## config.mk

```make
export PLATFORM = sky130hd
export DESIGN_NAME = ppm_p6_stream_decoder
export DESIGN_NICKNAME = d
export VERILOG_FILES = /design/src/design/ppmsd_pkg.sv /design/src/design/ppm_p6_stream_decoder.sv
export SDC_FILE = /design/constraint.sdc
export NUM_CORES = 1
export LEC_CHECK = 0
export ABC_AREA = 0
export BUFFER_PORTS_ARGS = -buffer_cell sky130_fd_sc_hd__buf_2
export CAP_MARGIN = 25
export CELL_PAD_IN_SITES_DETAIL_PLACEMENT = 0
export CELL_PAD_IN_SITES_GLOBAL_PLACEMENT = 1
export CORE_ASPECT_RATIO = 0.7
export CORE_MARGIN = 4
export CORE_UTILIZATION = 53
export CTS_CLUSTER_SIZE = 40
export DETAILED_ROUTE_END_ITERATION = 10
export PLACE_DENSITY = 0.91
export SKIP_LAST_GASP = 1
export SLEW_MARGIN = 30
export SYNTH_ARGS = -nofsm -noshare
export SYNTH_HDL_FRONTEND = slang
export SYNTH_SLANG_ARGS = --single-unit
```

## constraint.sdc

```tcl
create_clock -name aclk -period 17.85 [get_ports aclk]
set_input_delay 2.6775 -clock aclk [delete_from_list [all_inputs] [get_ports aclk]]
set_output_delay 2.6775 -clock aclk [all_outputs]
set_load 0.05 [all_outputs]
```

## src/design/ppmsd_pkg.sv

```systemverilog
// ----------------------------------------------------------------------------
// ppmsd_pkg
// Types, codes and helpers shared by the P6 stream decoder.
// ----------------------------------------------------------------------------
package ppmsd_pkg;

    localparam int MAX_DIM          = 4096;
    localparam int MAX_SAMPLE_VALUE = 65535;

    localparam int DIM_W   = 13;
    localparam int MAXV_W  = 16;
    localparam int TOK_W   = 17;
    localparam int BYTES_W = 26;
    localparam int ERR_W   = 3;
    localparam int KIND_W  = 2;
    localparam int DIV_W   = 16;

    localparam logic [TOK_W-1:0] TOK_CAP = {TOK_W{1'b1}};

    localparam logic [7:0] CH_P     = 8'h50;
    localparam logic [7:0] CH_6     = 8'h36;
    localparam logic [7:0] CH_0     = 8'h30;
    localparam logic [7:0] CH_9     = 8'h39;
    localparam logic [7:0] CH_PLUS  = 8'h2B;
    localparam logic [7:0] CH_MINUS = 8'h2D;
    localparam logic [7:0] CH_HASH  = 8'h23;
    localparam logic [7:0] CH_LF    = 8'h0A;
    localparam logic [7:0] CH_SPACE = 8'h20;
    localparam logic [7:0] CH_TAB   = 8'h09;
    localparam logic [7:0] CH_CR    = 8'h0D;
    localparam logic [MAXV_W-1:0] FULL_SCALE = 16'd255;

    typedef enum logic [KIND_W-1:0] {
        KIND_HEADER = 2'd0,
        KIND_SAMPLE = 2'd1,
        KIND_ERROR  = 2'd2
    } kind_t;

    typedef enum logic [ERR_W-1:0] {
        ERR_BAD_MAGIC = 3'd0,
        ERR_NO_DIGITS = 3'd1,
        ERR_ZERO      = 3'd2,
        ERR_TOO_LARGE = 3'd3,
        ERR_EARLY_END = 3'd4
    } err_t;

    typedef enum logic [1:0] {
        MAG_NONE     = 2'd0,
        MAG_SAW_P    = 2'd1,
        MAG_SAW_P6   = 2'd2,
        MAG_MISMATCH = 2'd3
    } magic_t;

    typedef enum logic [6:0] {
        PH_MAGIC  = 7'b0000001,
        PH_WIDTH  = 7'b0000010,
        PH_HEIGHT = 7'b0000100,
        PH_MAXVAL = 7'b0001000,
        PH_DATA   = 7'b0010000,
        PH_DONE   = 7'b0100000,
        PH_ERROR  = 7'b1000000
    } phase_t;

    typedef enum logic [1:0] {
        ST_IDLE = 2'b01,
        ST_DIV  = 2'b10
    } seq_t;

    function automatic logic is_blank(input logic [7:0] c);
        return (c == CH_SPACE) || ((c >= CH_TAB) && (c <= CH_CR));
    endfunction

endpackage

```

## src/design/ppm_p6_stream_decoder.sv

```systemverilog
// ----------------------------------------------------------------------------
// ppm_p6_stream_decoder
// Parses a binary PPM (P6) byte stream: header tokens, then rescaled samples.
// ----------------------------------------------------------------------------
// Timing: a result reaches the output register in the cycle after its word is
//   taken, or once the divider is done for a rescaled sample.
// Flow: header bytes and samples with max value 255 bypass the divider; other
//   samples hold off new bytes while the shared restoring divider retires one
//   quotient bit per cycle over 16 steps; input also waits while the output word is unread.
// Reset: synchronous, active low; clears the parser, the divider sequencer and the output valid flag.
module ppm_p6_stream_decoder (
    input  logic        aclk,
    input  logic        aresetn,
    input  logic        s_tvalid,
    output logic        s_tready,
    input  logic [7:0]  s_tdata,   // [7:0] in_byte
    input  logic        s_tlast,   // stream_end
    output logic        m_tvalid,
    input  logic        m_tready,
    output logic [55:0] m_tdata,   // [7:0] sample, [20:8] image_width, [33:21] image_height,
                                   // [49:34] max_value, [52:50] error_code, [55:53] zero
    output logic [ppmsd_pkg::KIND_W-1:0] m_tuser,  // [1:0] kind
    output logic        m_tlast    // last
);
    import ppmsd_pkg::*;

    // parser state
    phase_t                 phase_reg, phase_next;
    logic                   in_comment_reg, in_comment_next;
    logic                   in_token_reg, in_token_next;
    logic [TOK_W-1:0]       tok_val_reg, tok_val_next;
    logic                   tok_digits_reg, tok_digits_next;
    logic                   tok_neg_reg, tok_neg_next;
    logic                   tok_stop_reg, tok_stop_next;
    logic                   tok_ovf_reg, tok_ovf_next;
    magic_t                 magic_reg, magic_next;
    logic [DIM_W-1:0]       width_reg, width_next;
    logic [DIM_W-1:0]       height_reg, height_next;
    logic [MAXV_W-1:0]      maxval_reg, maxval_next;
    logic [BYTES_W-1:0]     bytes_left_reg, bytes_left_next;

    // divider sequencer
    seq_t                   state_reg, state_next;
    logic [3:0]             div_cnt_reg, div_cnt_next;
    logic [DIV_W-1:0]       dvd_reg, dvd_next;
    logic [DIV_W-1:0]       rem_reg, rem_next;
    logic [DIV_W-1:0]       quo_reg, quo_next;
    logic                   div_last_reg, div_last_next;

    // output register
    logic                   out_valid_reg, out_valid_next;
    kind_t                  out_kind_reg, out_kind_next;
    logic [7:0]             out_sample_reg, out_sample_next;
    logic [DIM_W-1:0]       out_width_reg, out_width_next;
    logic [DIM_W-1:0]       out_height_reg, out_height_next;
    logic [MAXV_W-1:0]      out_maxval_reg, out_maxval_next;
    err_t                   out_err_reg, out_err_next;
    logic                   out_last_reg, out_last_next;

    logic                   accept;
    logic [7:0]             c;
    logic                   c_digit;
    logic [20:0]            tok_mul;
    logic [TOK_W-1:0]       chk_val;
    logic [TOK_W-1:0]       chk_bound;
    logic                   chk_ok;
    err_t                   chk_err;
    logic [2*DIM_W-1:0]     pix_count;
    logic [BYTES_W+1:0]     byte_count;
    logic [DIV_W:0]         trial;
    logic                   trial_ge;
    logic [DIV_W:0]         trial_diff;
    logic [DIV_W-1:0]       quo_done;

    assign accept   = s_tvalid && s_tready;
    assign s_tready = (state_reg == ST_IDLE) && (!out_valid_reg || m_tready);
    assign c        = s_tdata;
    assign c_digit  = (c >= CH_0) && (c <= CH_9);
    assign tok_mul  = ({4'd0, tok_val_reg} << 3) + ({4'd0, tok_val_reg} << 1)
                    + {13'd0, c - CH_0};

    // token check
    assign chk_val   = tok_neg_reg ? '0 : tok_val_reg;
    assign chk_bound = (phase_reg == PH_MAXVAL) ? TOK_W'(MAX_SAMPLE_VALUE) : TOK_W'(MAX_DIM);
    always_comb begin
        chk_ok  = 1'b0;
        chk_err = ERR_BAD_MAGIC;
        if (phase_reg == PH_MAGIC) begin
            chk_ok = (magic_reg == MAG_SAW_P6);
        end else if (!tok_digits_reg) begin
            chk_err = ERR_NO_DIGITS;
        end else if (!tok_neg_reg && (tok_ovf_reg || (chk_val > chk_bound))) begin
            chk_err = ERR_TOO_LARGE;
        end else if ((phase_reg == PH_MAXVAL) &&
                     ((width_reg == '0) || (height_reg == '0) || (chk_val[15:0] == '0))) begin
            chk_err = ERR_ZERO;
        end else begin
            chk_ok = 1'b1;
        end
    end

    assign pix_count  = width_reg * height_reg;
    assign byte_count = {2'd0, pix_count} + {1'b0, pix_count, 1'b0};

    // one restoring division step
    assign trial      = {rem_reg, dvd_reg[DIV_W-1]};
    assign trial_ge   = trial >= {1'b0, maxval_reg};
    assign trial_diff = trial - {1'b0, maxval_reg};
    assign quo_done   = {quo_reg[DIV_W-2:0], trial_ge};

    always_comb begin
        phase_next      = phase_reg;
        in_comment_next = in_comment_reg;
        in_token_next   = in_token_reg;
        tok_val_next    = tok_val_reg;
        tok_digits_next = tok_digits_reg;
        tok_neg_next    = tok_neg_reg;
        tok_stop_next   = tok_stop_reg;
        tok_ovf_next    = tok_ovf_reg;
        magic_next      = magic_reg;
        width_next      = width_reg;
        height_next     = height_reg;
        maxval_next     = maxval_reg;
        bytes_left_next = bytes_left_reg;
        state_next      = state_reg;
        div_cnt_next    = div_cnt_reg;
        dvd_next        = dvd_reg;
        rem_next        = rem_reg;
        quo_next        = quo_reg;
        div_last_next   = div_last_reg;
        out_valid_next  = out_valid_reg && !m_tready;
        out_kind_next   = out_kind_reg;
        out_sample_next = out_sample_reg;
        out_width_next  = out_width_reg;
        out_height_next = out_height_reg;
        out_maxval_next = out_maxval_reg;
        out_err_next    = out_err_reg;
        out_last_next   = out_last_reg;

        if (state_reg == ST_DIV) begin
            dvd_next     = {dvd_reg[DIV_W-2:0], 1'b0};
            rem_next     = trial_ge ? trial_diff[DIV_W-1:0] : trial[DIV_W-1:0];
            quo_next     = quo_done;
            div_cnt_next = div_cnt_reg + 4'd1;
            if (div_cnt_reg == 4'd15) begin
                state_next      = ST_IDLE;
                out_valid_next  = 1'b1;
                out_kind_next   = KIND_SAMPLE;
                out_sample_next = (|quo_done[DIV_W-1:8]) ? 8'hFF : quo_done[7:0];
                out_width_next  = '0;
                out_height_next = '0;
                out_maxval_next = '0;
                out_err_next    = ERR_BAD_MAGIC;
                out_last_next   = div_last_reg;
            end
        end

        if (accept) begin
            // clear result fields; each branch below fills what it reports
            out_sample_next = '0;
            out_width_next  = '0;
            out_height_next = '0;
            out_maxval_next = '0;
            out_err_next    = ERR_BAD_MAGIC;
            out_last_next   = 1'b0;
            if (s_tlast) begin
                if ((phase_reg == PH_MAGIC) || (phase_reg == PH_WIDTH) ||
                    (phase_reg == PH_HEIGHT) || (phase_reg == PH_MAXVAL)) begin
                    out_valid_next = 1'b1;
                    out_kind_next  = KIND_ERROR;
                    out_err_next   = (in_token_reg && !chk_ok) ? chk_err : ERR_EARLY_END;
                    out_last_next  = 1'b1;
                end else if (phase_reg == PH_DATA) begin
                    out_valid_next = 1'b1;
                    out_kind_next  = KIND_ERROR;
                    out_err_next   = ERR_EARLY_END;
                    out_last_next  = 1'b1;
                end
                phase_next      = PH_MAGIC;
                in_comment_next = 1'b0;
                in_token_next   = 1'b0;
                tok_val_next    = '0;
                tok_digits_next = 1'b0;
                tok_neg_next    = 1'b0;
                tok_stop_next   = 1'b0;
                tok_ovf_next    = 1'b0;
                magic_next      = MAG_NONE;
                width_next      = '0;
                height_next     = '0;
                maxval_next     = '0;
                bytes_left_next = '0;
            end else if (phase_reg == PH_DATA) begin
                bytes_left_next = bytes_left_reg - BYTES_W'(1);
                if (bytes_left_reg == BYTES_W'(1)) begin
                    phase_next = PH_DONE;
                end
                if ((maxval_reg == FULL_SCALE) || (maxval_reg == '0)) begin
                    out_valid_next  = 1'b1;
                    out_kind_next   = KIND_SAMPLE;
                    out_sample_next = c;
                    out_last_next   = (bytes_left_reg == BYTES_W'(1));
                end else begin
                    // sample*255 = (sample << 8) - sample
                    state_next    = ST_DIV;
                    div_cnt_next  = '0;
                    dvd_next      = {c, 8'd0} - {8'd0, c};
                    rem_next      = '0;
                    quo_next      = '0;
                    div_last_next = (bytes_left_reg == BYTES_W'(1));
                end
            end else if ((phase_reg == PH_DONE) || (phase_reg == PH_ERROR)) begin
                // drop trailing bytes
            end else if (in_comment_reg) begin
                if (c == CH_LF) begin
                    in_comment_next = 1'b0;
                end
            end else if (!in_token_reg && is_blank(c)) begin
                // skip whitespace between tokens
            end else if (!in_token_reg && (c == CH_HASH)) begin
                in_comment_next = 1'b1;
            end else if (!is_blank(c)) begin
                in_token_next = 1'b1;
                if (phase_reg == PH_MAGIC) begin
                    if (!in_token_reg) begin
                        magic_next = (c == CH_P) ? MAG_SAW_P : MAG_MISMATCH;
                    end else begin
                        magic_next = ((magic_reg == MAG_SAW_P) && (c == CH_6)) ?
                                     MAG_SAW_P6 : MAG_MISMATCH;
                    end
                end else if (!tok_stop_reg) begin
                    priority if (c_digit) begin
                        tok_digits_next = 1'b1;
                        if (tok_mul > {4'd0, TOK_CAP}) begin
                            tok_val_next = TOK_CAP;
                            tok_ovf_next = 1'b1;
                        end else begin
                            tok_val_next = tok_mul[TOK_W-1:0];
                        end
                    end else if (!in_token_reg && (c == CH_PLUS)) begin
                        // optional plus sign
                    end else if (!in_token_reg && (c == CH_MINUS)) begin
                        tok_neg_next = 1'b1;
                    end else begin
                        tok_stop_next = 1'b1;
                    end
                end
            end else begin
                // blank closes the open token
                in_token_next   = 1'b0;
                tok_val_next    = '0;
                tok_digits_next = 1'b0;
                tok_neg_next    = 1'b0;
                tok_stop_next   = 1'b0;
                tok_ovf_next    = 1'b0;
                magic_next      = MAG_NONE;
                if (phase_reg == PH_WIDTH) begin
                    width_next = chk_val[DIM_W-1:0];
                end
                if (phase_reg == PH_HEIGHT) begin
                    height_next = chk_val[DIM_W-1:0];
                end
                if (phase_reg == PH_MAXVAL) begin
                    maxval_next = chk_val[MAXV_W-1:0];
                end
                if (!chk_ok) begin
                    phase_next     = PH_ERROR;
                    out_valid_next = 1'b1;
                    out_kind_next  = KIND_ERROR;
                    out_err_next   = chk_err;
                    out_last_next  = 1'b1;
                end else if (phase_reg == PH_MAXVAL) begin
                    bytes_left_next = byte_count[BYTES_W-1:0];
                    phase_next      = (byte_count[BYTES_W-1:0] == '0) ? PH_DONE : PH_DATA;
                    out_valid_next  = 1'b1;
                    out_kind_next   = KIND_HEADER;
                    out_width_next  = width_reg;
                    out_height_next = height_reg;
                    out_maxval_next = chk_val[MAXV_W-1:0];
                end else if (phase_reg == PH_MAGIC) begin
                    phase_next = PH_WIDTH;
                end else if (phase_reg == PH_WIDTH) begin
                    phase_next = PH_HEIGHT;
                end else begin
                    phase_next = PH_MAXVAL;
                end
            end
        end
    end

    always_ff @(posedge aclk) begin
        if (!aresetn) begin
            phase_reg      <= PH_MAGIC;
            in_comment_reg <= 1'b0;
            in_token_reg   <= 1'b0;
            tok_val_reg    <= '0;
            tok_digits_reg <= 1'b0;
            tok_neg_reg    <= 1'b0;
            tok_stop_reg   <= 1'b0;
            tok_ovf_reg    <= 1'b0;
            magic_reg      <= MAG_NONE;
            width_reg      <= '0;
            height_reg     <= '0;
            maxval_reg     <= '0;
            bytes_left_reg <= '0;
            state_reg      <= ST_IDLE;
            div_cnt_reg    <= '0;
            out_valid_reg  <= 1'b0;
        end else begin
            phase_reg      <= phase_next;
            in_comment_reg <= in_comment_next;
            in_token_reg   <= in_token_next;
            tok_val_reg    <= tok_val_next;
            tok_digits_reg <= tok_digits_next;
            tok_neg_reg    <= tok_neg_next;
            tok_stop_reg   <= tok_stop_next;
            tok_ovf_reg    <= tok_ovf_next;
            magic_reg      <= magic_next;
            width_reg      <= width_next;
            height_reg     <= height_next;
            maxval_reg     <= maxval_next;
            bytes_left_reg <= bytes_left_next;
            state_reg      <= state_next;
            div_cnt_reg    <= div_cnt_next;
            out_valid_reg  <= out_valid_next;
        end
    end

    always_ff @(posedge aclk) begin
        dvd_reg        <= dvd_next;
        rem_reg        <= rem_next;
        quo_reg        <= quo_next;
        div_last_reg   <= div_last_next;
        out_kind_reg   <= out_kind_next;
        out_sample_reg <= out_sample_next;
        out_width_reg  <= out_width_next;
        out_height_reg <= out_height_next;
        out_maxval_reg <= out_maxval_next;
        out_err_reg    <= out_err_next;
        out_last_reg   <= out_last_next;
    end

    assign m_tvalid = out_valid_reg;
    assign m_tuser  = out_kind_reg;
    assign m_tlast  = out_last_reg;
    assign m_tdata  = {3'd0, out_err_reg, out_maxval_reg, out_height_reg,
                       out_width_reg, out_sample_reg};

    a_busy_not_ready: assert property (@(posedge aclk) disable iff (!aresetn)
        (state_reg == ST_DIV) |-> !s_tready)
        else $error("input taken while divider busy");

    a_div_result: assert property (@(posedge aclk) disable iff (!aresetn)
        ((state_reg == ST_DIV) && (div_cnt_reg == 4'd15)) |=>
            (m_tvalid && (m_tuser == KIND_SAMPLE)))
        else $error("divider finished without a sample word");

    a_data_pending: assert property (@(posedge aclk) disable iff (!aresetn)
        (phase_reg == PH_DATA) |-> (bytes_left_reg != '0))
        else $error("sample phase with no bytes left");

    a_error_last: assert property (@(posedge aclk) disable iff (!aresetn)
        (out_valid_reg && (out_kind_reg == KIND_ERROR)) |-> out_last_reg)
        else $error("error word without last");

endmodule

```

# --- Word-level counts from Yosys, hierarchy flattened ---
# Cells that the tools add are included.
word_totals:
  reg_bits: 212
  input_bits: 13
  word_cells: 404
op_classes:
  add_sub_neg: 8
  n_mul: 1
  n_lt_le_gt_ge: 7
  eq_ne: 35
  mux: 263
  bitwise_logic: 2
  reduce_logical: 61
ops:
  columns: ["op", "n"]
  rows:
  - ["16-bit two-way mux", 37]
  - ["13-bit two-way mux", 38]
  - ["26-bit two-way mux", 9]
  - ["17-bit two-way mux", 12]
  - ["1-bit two-way mux", 93]
  - ["2-bit two-way mux", 34]
  - ["7-bit two-way mux", 9]
  - ["8-bit two-way mux", 7]
  - ["3-bit two-way mux", 15]
  - ["8-bit by 6-bit equality test with 1-bit output (second input constant)", 5]
  - ["16-bit logical NOT", 2]
  - ["8-bit AND reduction", 4]
  - ["4-bit two-way mux", 7]
  - ["26-bit adder", 1]
  - ["26-bit by 1-bit equality test with 1-bit output (second input constant)", 1]
  - ["13-bit logical NOT", 2]
  - ["26-bit logical NOT", 1]
  - ["13-bit by 13-bit multiplier with 26-bit output", 1]
  - ["26-bit by 1-bit subtractor with 26-bit output (second input constant)", 1]
  - ["20-bit by 18-bit adder with 21-bit output", 1]
  - ["21-bit by 8-bit adder with 21-bit output", 1]
  - ["21-bit by 17-bit greater-than comparator with 1-bit output (second input constant)", 1]
  - ["7-bit AND reduction", 3]
  - ["3-bit nonzero test", 7]
  - ["other kinds (40)", 85]

# --- Logic depth before layout (Yosys ltp) ---
logic_depth:
  word_depth: 17
  mapped_depth: 34

# --- Worst setup path before layout ---
# No wires, ideal clock.
synth_timing:
  path_type: "register to register"
  from: "register width_reg[5]"
  to: "register phase_reg[4]"
  setup_ns: 0.130
  arrival_ns: 7.237
  t_required_ns: 17.720
  setup_slack_ns: 10.484
  stages_incl_launch_ff: 32
  n_path_buf: 2
  period_less_slack_ns: 7.366
  path_cell_list: "dfxtp_1 clkbuf_1 nand2_1 fa_1 inv_1 fa_1 inv_1 fa_1 fa_1 fa_1 inv_1 ha_1 or3_1 o211a_1 nor2_1 nor2_1 o21ai_0 nand2b_1 a21oi_1 xnor2_1 ha_1 clkbuf_1 a21o_1 a211oi_1 o31ai_1 a21oi_1 a21oi_1 a211oi_1 xnor3_1 xnor3_1 nor4b_1 o21ai_0"
synth_via:
  elab_chain_len: 16
  word_cells_on_any_way: 21
  classes_between: "1 x add/sub; 1 x mul; 14 x mux; 5 x reduce/logical"
synth_lines:
  columns: ["item", "line", "source"]
  rows:
  - ["start: declaration", "ppm_p6_stream_decoder.sv:37", "logic [DIM_W-1:0] width_reg, width_next;"]
  - ["start signal: assignment", "ppm_p6_stream_decoder.sv:318", "width_reg <= width_next;"]
  - ["branches (longest 8 deep; another with 13-bit by 13-bit multiplier with 26-bit output)", null, null]
  - ["7-bit two-way mux (*)", "ppm_p6_stream_decoder.sv:265", "if (!chk_ok) begin"]
  - ["7-bit two-way mux (*)", "ppm_p6_stream_decoder.sv:221", "end else if (!is_blank(c)) begin"]
  - ["7-bit two-way mux (*)", "ppm_p6_stream_decoder.sv:219", "end else if (!in_token_reg && (c == CH_HASH)) begin"]
  - ["7-bit two-way mux (*)", "ppm_p6_stream_decoder.sv:217", "end else if (!in_token_reg && is_blank(c)) begin"]
  - ["7-bit two-way mux (*)", "ppm_p6_stream_decoder.sv:213", "end else if (in_comment_reg) begin"]
  - ["7-bit two-way mux (*)", "ppm_p6_stream_decoder.sv:211", "end else if ((phase_reg == PH_DONE) || (phase_reg == PH_ERROR)) begin"]
  - ["7-bit two-way mux (*)", "ppm_p6_stream_decoder.sv:192", "end else if (phase_reg == PH_DATA) begin"]
  - ["7-bit two-way mux (*)", "ppm_p6_stream_decoder.sv:166", "if (s_tlast) begin"]
  - ["end signal: assignment", "ppm_p6_stream_decoder.sv:309", "phase_reg <= phase_next;"]
  - ["end: declaration", "ppm_p6_stream_decoder.sv:28", "phase_t phase_reg, phase_next;"]
# Every way passes the cells marked *. The select of a mux whose other input is x is not followed.
# A chain may end at the register's enable or synchronous reset.

# --- Worst setup path in the final report ---
layout_timing:
  from: "register height_reg[3]"
  to: "register phase_reg[4]"
layout_via:
  elab_chain_len: 16
  word_cells_on_any_way: 21
  classes_between: "1 x add/sub; 1 x mul; 14 x mux; 5 x reduce/logical"
layout_lines:
  columns: ["item", "line", "source"]
  rows:
  - ["start: declaration", "ppm_p6_stream_decoder.sv:38", "logic [DIM_W-1:0] height_reg, height_next;"]
  - ["start signal: assignment", "ppm_p6_stream_decoder.sv:319", "height_reg <= height_next;"]
  - ["branches (longest 8 deep; another with 13-bit by 13-bit multiplier with 26-bit output)", null, null]
  - ["7-bit two-way mux (*)", "ppm_p6_stream_decoder.sv:265", null]
  - ["7-bit two-way mux (*)", "ppm_p6_stream_decoder.sv:221", null]
  - ["7-bit two-way mux (*)", "ppm_p6_stream_decoder.sv:219", null]
  - ["7-bit two-way mux (*)", "ppm_p6_stream_decoder.sv:217", null]
  - ["7-bit two-way mux (*)", "ppm_p6_stream_decoder.sv:213", null]
  - ["7-bit two-way mux (*)", "ppm_p6_stream_decoder.sv:211", null]
  - ["7-bit two-way mux (*)", "ppm_p6_stream_decoder.sv:192", null]
  - ["7-bit two-way mux (*)", "ppm_p6_stream_decoder.sv:166", null]
# Marked as above.

==> run_results.csv <==
group,metric,value,unit
run_status,status,"complete, no violations",
route,ant_nets,0,
route,num_vias,16000,
logic_synthesis,syn_inst,2255,
logic_synthesis,ys_async_sr_fraction,0,%
grt,grt_pass1_vias,14900,
grt,antenna_found_initial,0,
critical_path,crit_required,18240,ps
sta,fmax,0.122,GHz
logic_synthesis,synth_cell_types,81,
finish,area_growth,7.02,%
worst_hold_path,hp-class,"flip-flop to flip-flop",
die,initial_utilization,53.9,%
clock_tree,cts_buffers,22,
clock_tree,post_cts_buffers,0,
worst_hold_path,hold_depth,2,
logic_synthesis,netlist_area,18800,um2
sta,holdWs,470,ps
grt,grt_first_pass_wirelength,81.7,mm
sta,setup_viol,0,
logic_synthesis,yosys.area.top_type,"dfxtp_1",
power_and_ir_drop,power,1.10,mW
die,top_level_ports,74,
finish,fin_nets,2563,
placement,dp.cells,2702,
clock_tree,numClockSinks,211,
critical_path,path_class,"flip-flop to flip-flop",
clock_tree,hold_buffers,0,
critical_path,path_max_fanout,16,
run,drv_cap,0,
sta,tns,0,ps
clock_tree,clockRootBuffer,"clkbuf_16",
grt,grt_use_met3,4.79,%
power_and_ir_drop,cellLeakagePower,8.53,nW
grt,globalRoute.busiestLayer,"met1",
critical_path,rr_worst_depth,29,
die,core_area,34900,um2
sta,finalClockSkew,10.4,ps
sta,fin_crit,8170,ps
logic_synthesis,synth.top_cells.by_area,"dfxtp_1, fa_1, ha_1",
critical_path,max_stage_delay,710,ps
power_and_ir_drop,p_per_area,54.7,nW/um2
sta,report.final.hold_viol_count,0,
route,drtIter0Drc,1583,
logic_synthesis,yosys.area.top_type_share,16.6,%
critical_path,start_kind,"flip-flop",
clock_tree,htreeDepth,1,
route,drcViolationCount,0,
critical_path,r2r-start,"height_reg[3]",
grt,grt_start_max_net_pins,102,
finish,nFillCells,3172,
critical_path,rrSetupSlack,9680,ps
finish,fin_cells,2743,
critical_path,critPathBufInv,3,
grt,track_usage,25.7,%
grt,met1_usage,43.0,%
critical_path,path_delay_family,"adder cells",
die,dieArea,38600,um2
die,core.rowCount,57,
clock_tree,clkTransAtPathRegs,70,ps
grt,use_met2,34.3,%
finish,drive_gt1_share,6.61,%
finish,largest_reg_flops,26,
route,routed_wl,49.7,mm
clock_tree,cts_tree,"built",
placement,dp_hpwl,37.1,mm
worst_hold_path,holdCritStartpoint,"quo_reg[12]",
route,vias_per_cell,5.83,
route,drtPass1Iterations,5,
critical_path,crit_top_cell,"fa_1",
route,wl_per_cell,18.1,um
clock_tree,ctsResizeCount,0,
sta,rsz0062_at_grt,"false",
sta,slew_headroom,34.1,%
die,die_x,233,um
grt,grt.overflow.total,0,
sta,fin_crit_sh,45.8,%
worst_hold_path,hold_path_end,"quo_reg[13]",
critical_path,cp_slowest_cell,"dfxtp_1",
clock_tree,clock_path_buffers,3,
critical_path,cp_data_arrival_time,8560,ps
critical_path,reg2reg_to,"phase_reg[4]",
die,die_h,166,um
logic_synthesis,synth-edff-count,55,
logic_synthesis,ys.flop_type,"dfxtp_1",
sta,tightest_slew,989,ps
logic_synthesis,seq_area_frac_synth,25.4,%
logic_synthesis,ys.warnings.count,0,
placement,io_buffer_count,70,
placement,place.gp.congestion,0.885,
logic_synthesis,synth.avg_cell_area,8.34,um2
finish,final_core_util,57.7,%
clock_tree,worstSkewPairLatency,520,ps
critical_path,crit_path_end_kind,"flip-flop",
logic_synthesis,ys_ff_latch,211,
power_and_ir_drop,peakVddDrop,0.0663,mV
sta,drv_slew,0,
==> worst max path at each step <==
| stage | startpoint | slack, ps | end | cells after the start |
|---|---|---|---|---|
| after floorplan | width_reg[5] | 10480 | phase_reg[4] | 31 |
| after global placement | height_reg[3] | 10010 | phase_reg[4] | 29 |
| after detailed placement | height_reg[3] | 9720 | phase_reg[4] | 29 |
| after CTS | height_reg[3] | 9670 | phase_reg[4] | 29 |
| after global routing | height_reg[3] | 9080 | phase_reg[4] | 29 |
| final | height_reg[3] | 9680 | phase_reg[4] | 29 |
==> layout by cell type, fill, tap and decap left out, types with 8 or more instances in the layout <==
cell       synthesis  layout
mux2i_1           22      22
and3_1            11      10
nor2b_1           31      30
a21o_1            27      27
a21oi_1          115     114
and2_1           115     115
or3_1              9       9
a22oi_1           19      19
o21ai_0          137     137
nand3_1           61      61
nor2_1           149     146
inv_1            197     197
xor2_1            27      27
o21a_1             8       8
o21bai_1          11      11
o211ai_1          15      15
nor3_1            41      40
fa_1             129     129
ha_1             167     167
nor4_1            23      23
a31oi_1           23      23
dfxtp_1          156     156
nand4_1           20      20
nand2b_1          13      13
clkbuf_16          0      22
a21boi_0          51      51
buf_4              3      15
a211oi_1          10      10
buf_2              9      70
edfxtp_1          55      55
xnor2_1           54      54
a21boi_1          13      13
nand2_1          326     325
==> where the power goes <==
part           leakage (nW)  internal (mW)  switching [mW]
sequential             1.83          0.508         0.00986
combinational          6.37         0.0420          0.0909
clock                 0.337          0.251           0.200
total                  8.53          0.801           0.301
==> worst min-delay path: stages, from the launching register on <==
cell     delay, ps
dfxtp_1        320
nand2_1         50
a21oi_1         50
==> cells in the mapped netlist (all sizes together) (13+ instances only) <==
master  number
a21oi      116
a22oi       19
o21ai      141
xnor2       54
nor2b       31
clkbuf      97
a21o        28
fa         129
dfxtp      156
nand2b      13
edfxtp      55
nand3       61
and2       115
mux2i       22
inv        197
nor3        41
nor2       150
o211ai      15
a31oi       23
ha         167
nor4        23
nand4       21
nand2      326
buf         15
a21boi      64
xor2        27
==> metal layers <==
layer  wire length (um)  vias to the layer above
met1              25300                     7657
li1                   -                     7686
met5                  0                        -
met3               4250                       53
met2              19400                      603
met4                760                        0
==> stage by stage <==
| step | instance area, um2 | setup WS, ps |
|---|---|---|
| 2_1_floorplan | 18800 | 10480 |
| 3_3_place_gp | 19400 | 10010 |
| 3_5_place_dp | 19400 | 9720 |
| 4_1_cts | 20100 | 9670 |
| 5_1_grt | 20100 | 9080 |
| 6_report | 20100 | 9680 |
==> cell type report <==
cell class                 count  area, um2  share of cell area, %
clock inverter                11       91.3                  0.454
sequential                   211       4770                   23.7
antenna                        1       2.50                 0.0124
tap                          472        591                   2.93
inverter                     197        739                   3.67
clock buffer                  29        597                   2.96
multi-input combinational   1737      12900                   63.9
timing repair buffer          85        463                   2.30
==> kinds of logic (layout without fill, tap and decap cells) <==
family | count (synthesis) | in the layout | synth area share, %
simple gates | 839 | 839 | 21.3
buf+inv | 309 | 322 | 6.37
compound gates | 493 | 493 | 16.8
fa+ha+maj | 296 | 296 | 24.8
other cells | 1 | 4 | 0.0199
mux | 23 | 23 | 1.23
xor+xnor | 83 | 83 | 4.01
flops | 211 | 211 | 25.4
No activity file was read; power rests on OpenSTA's default activity.
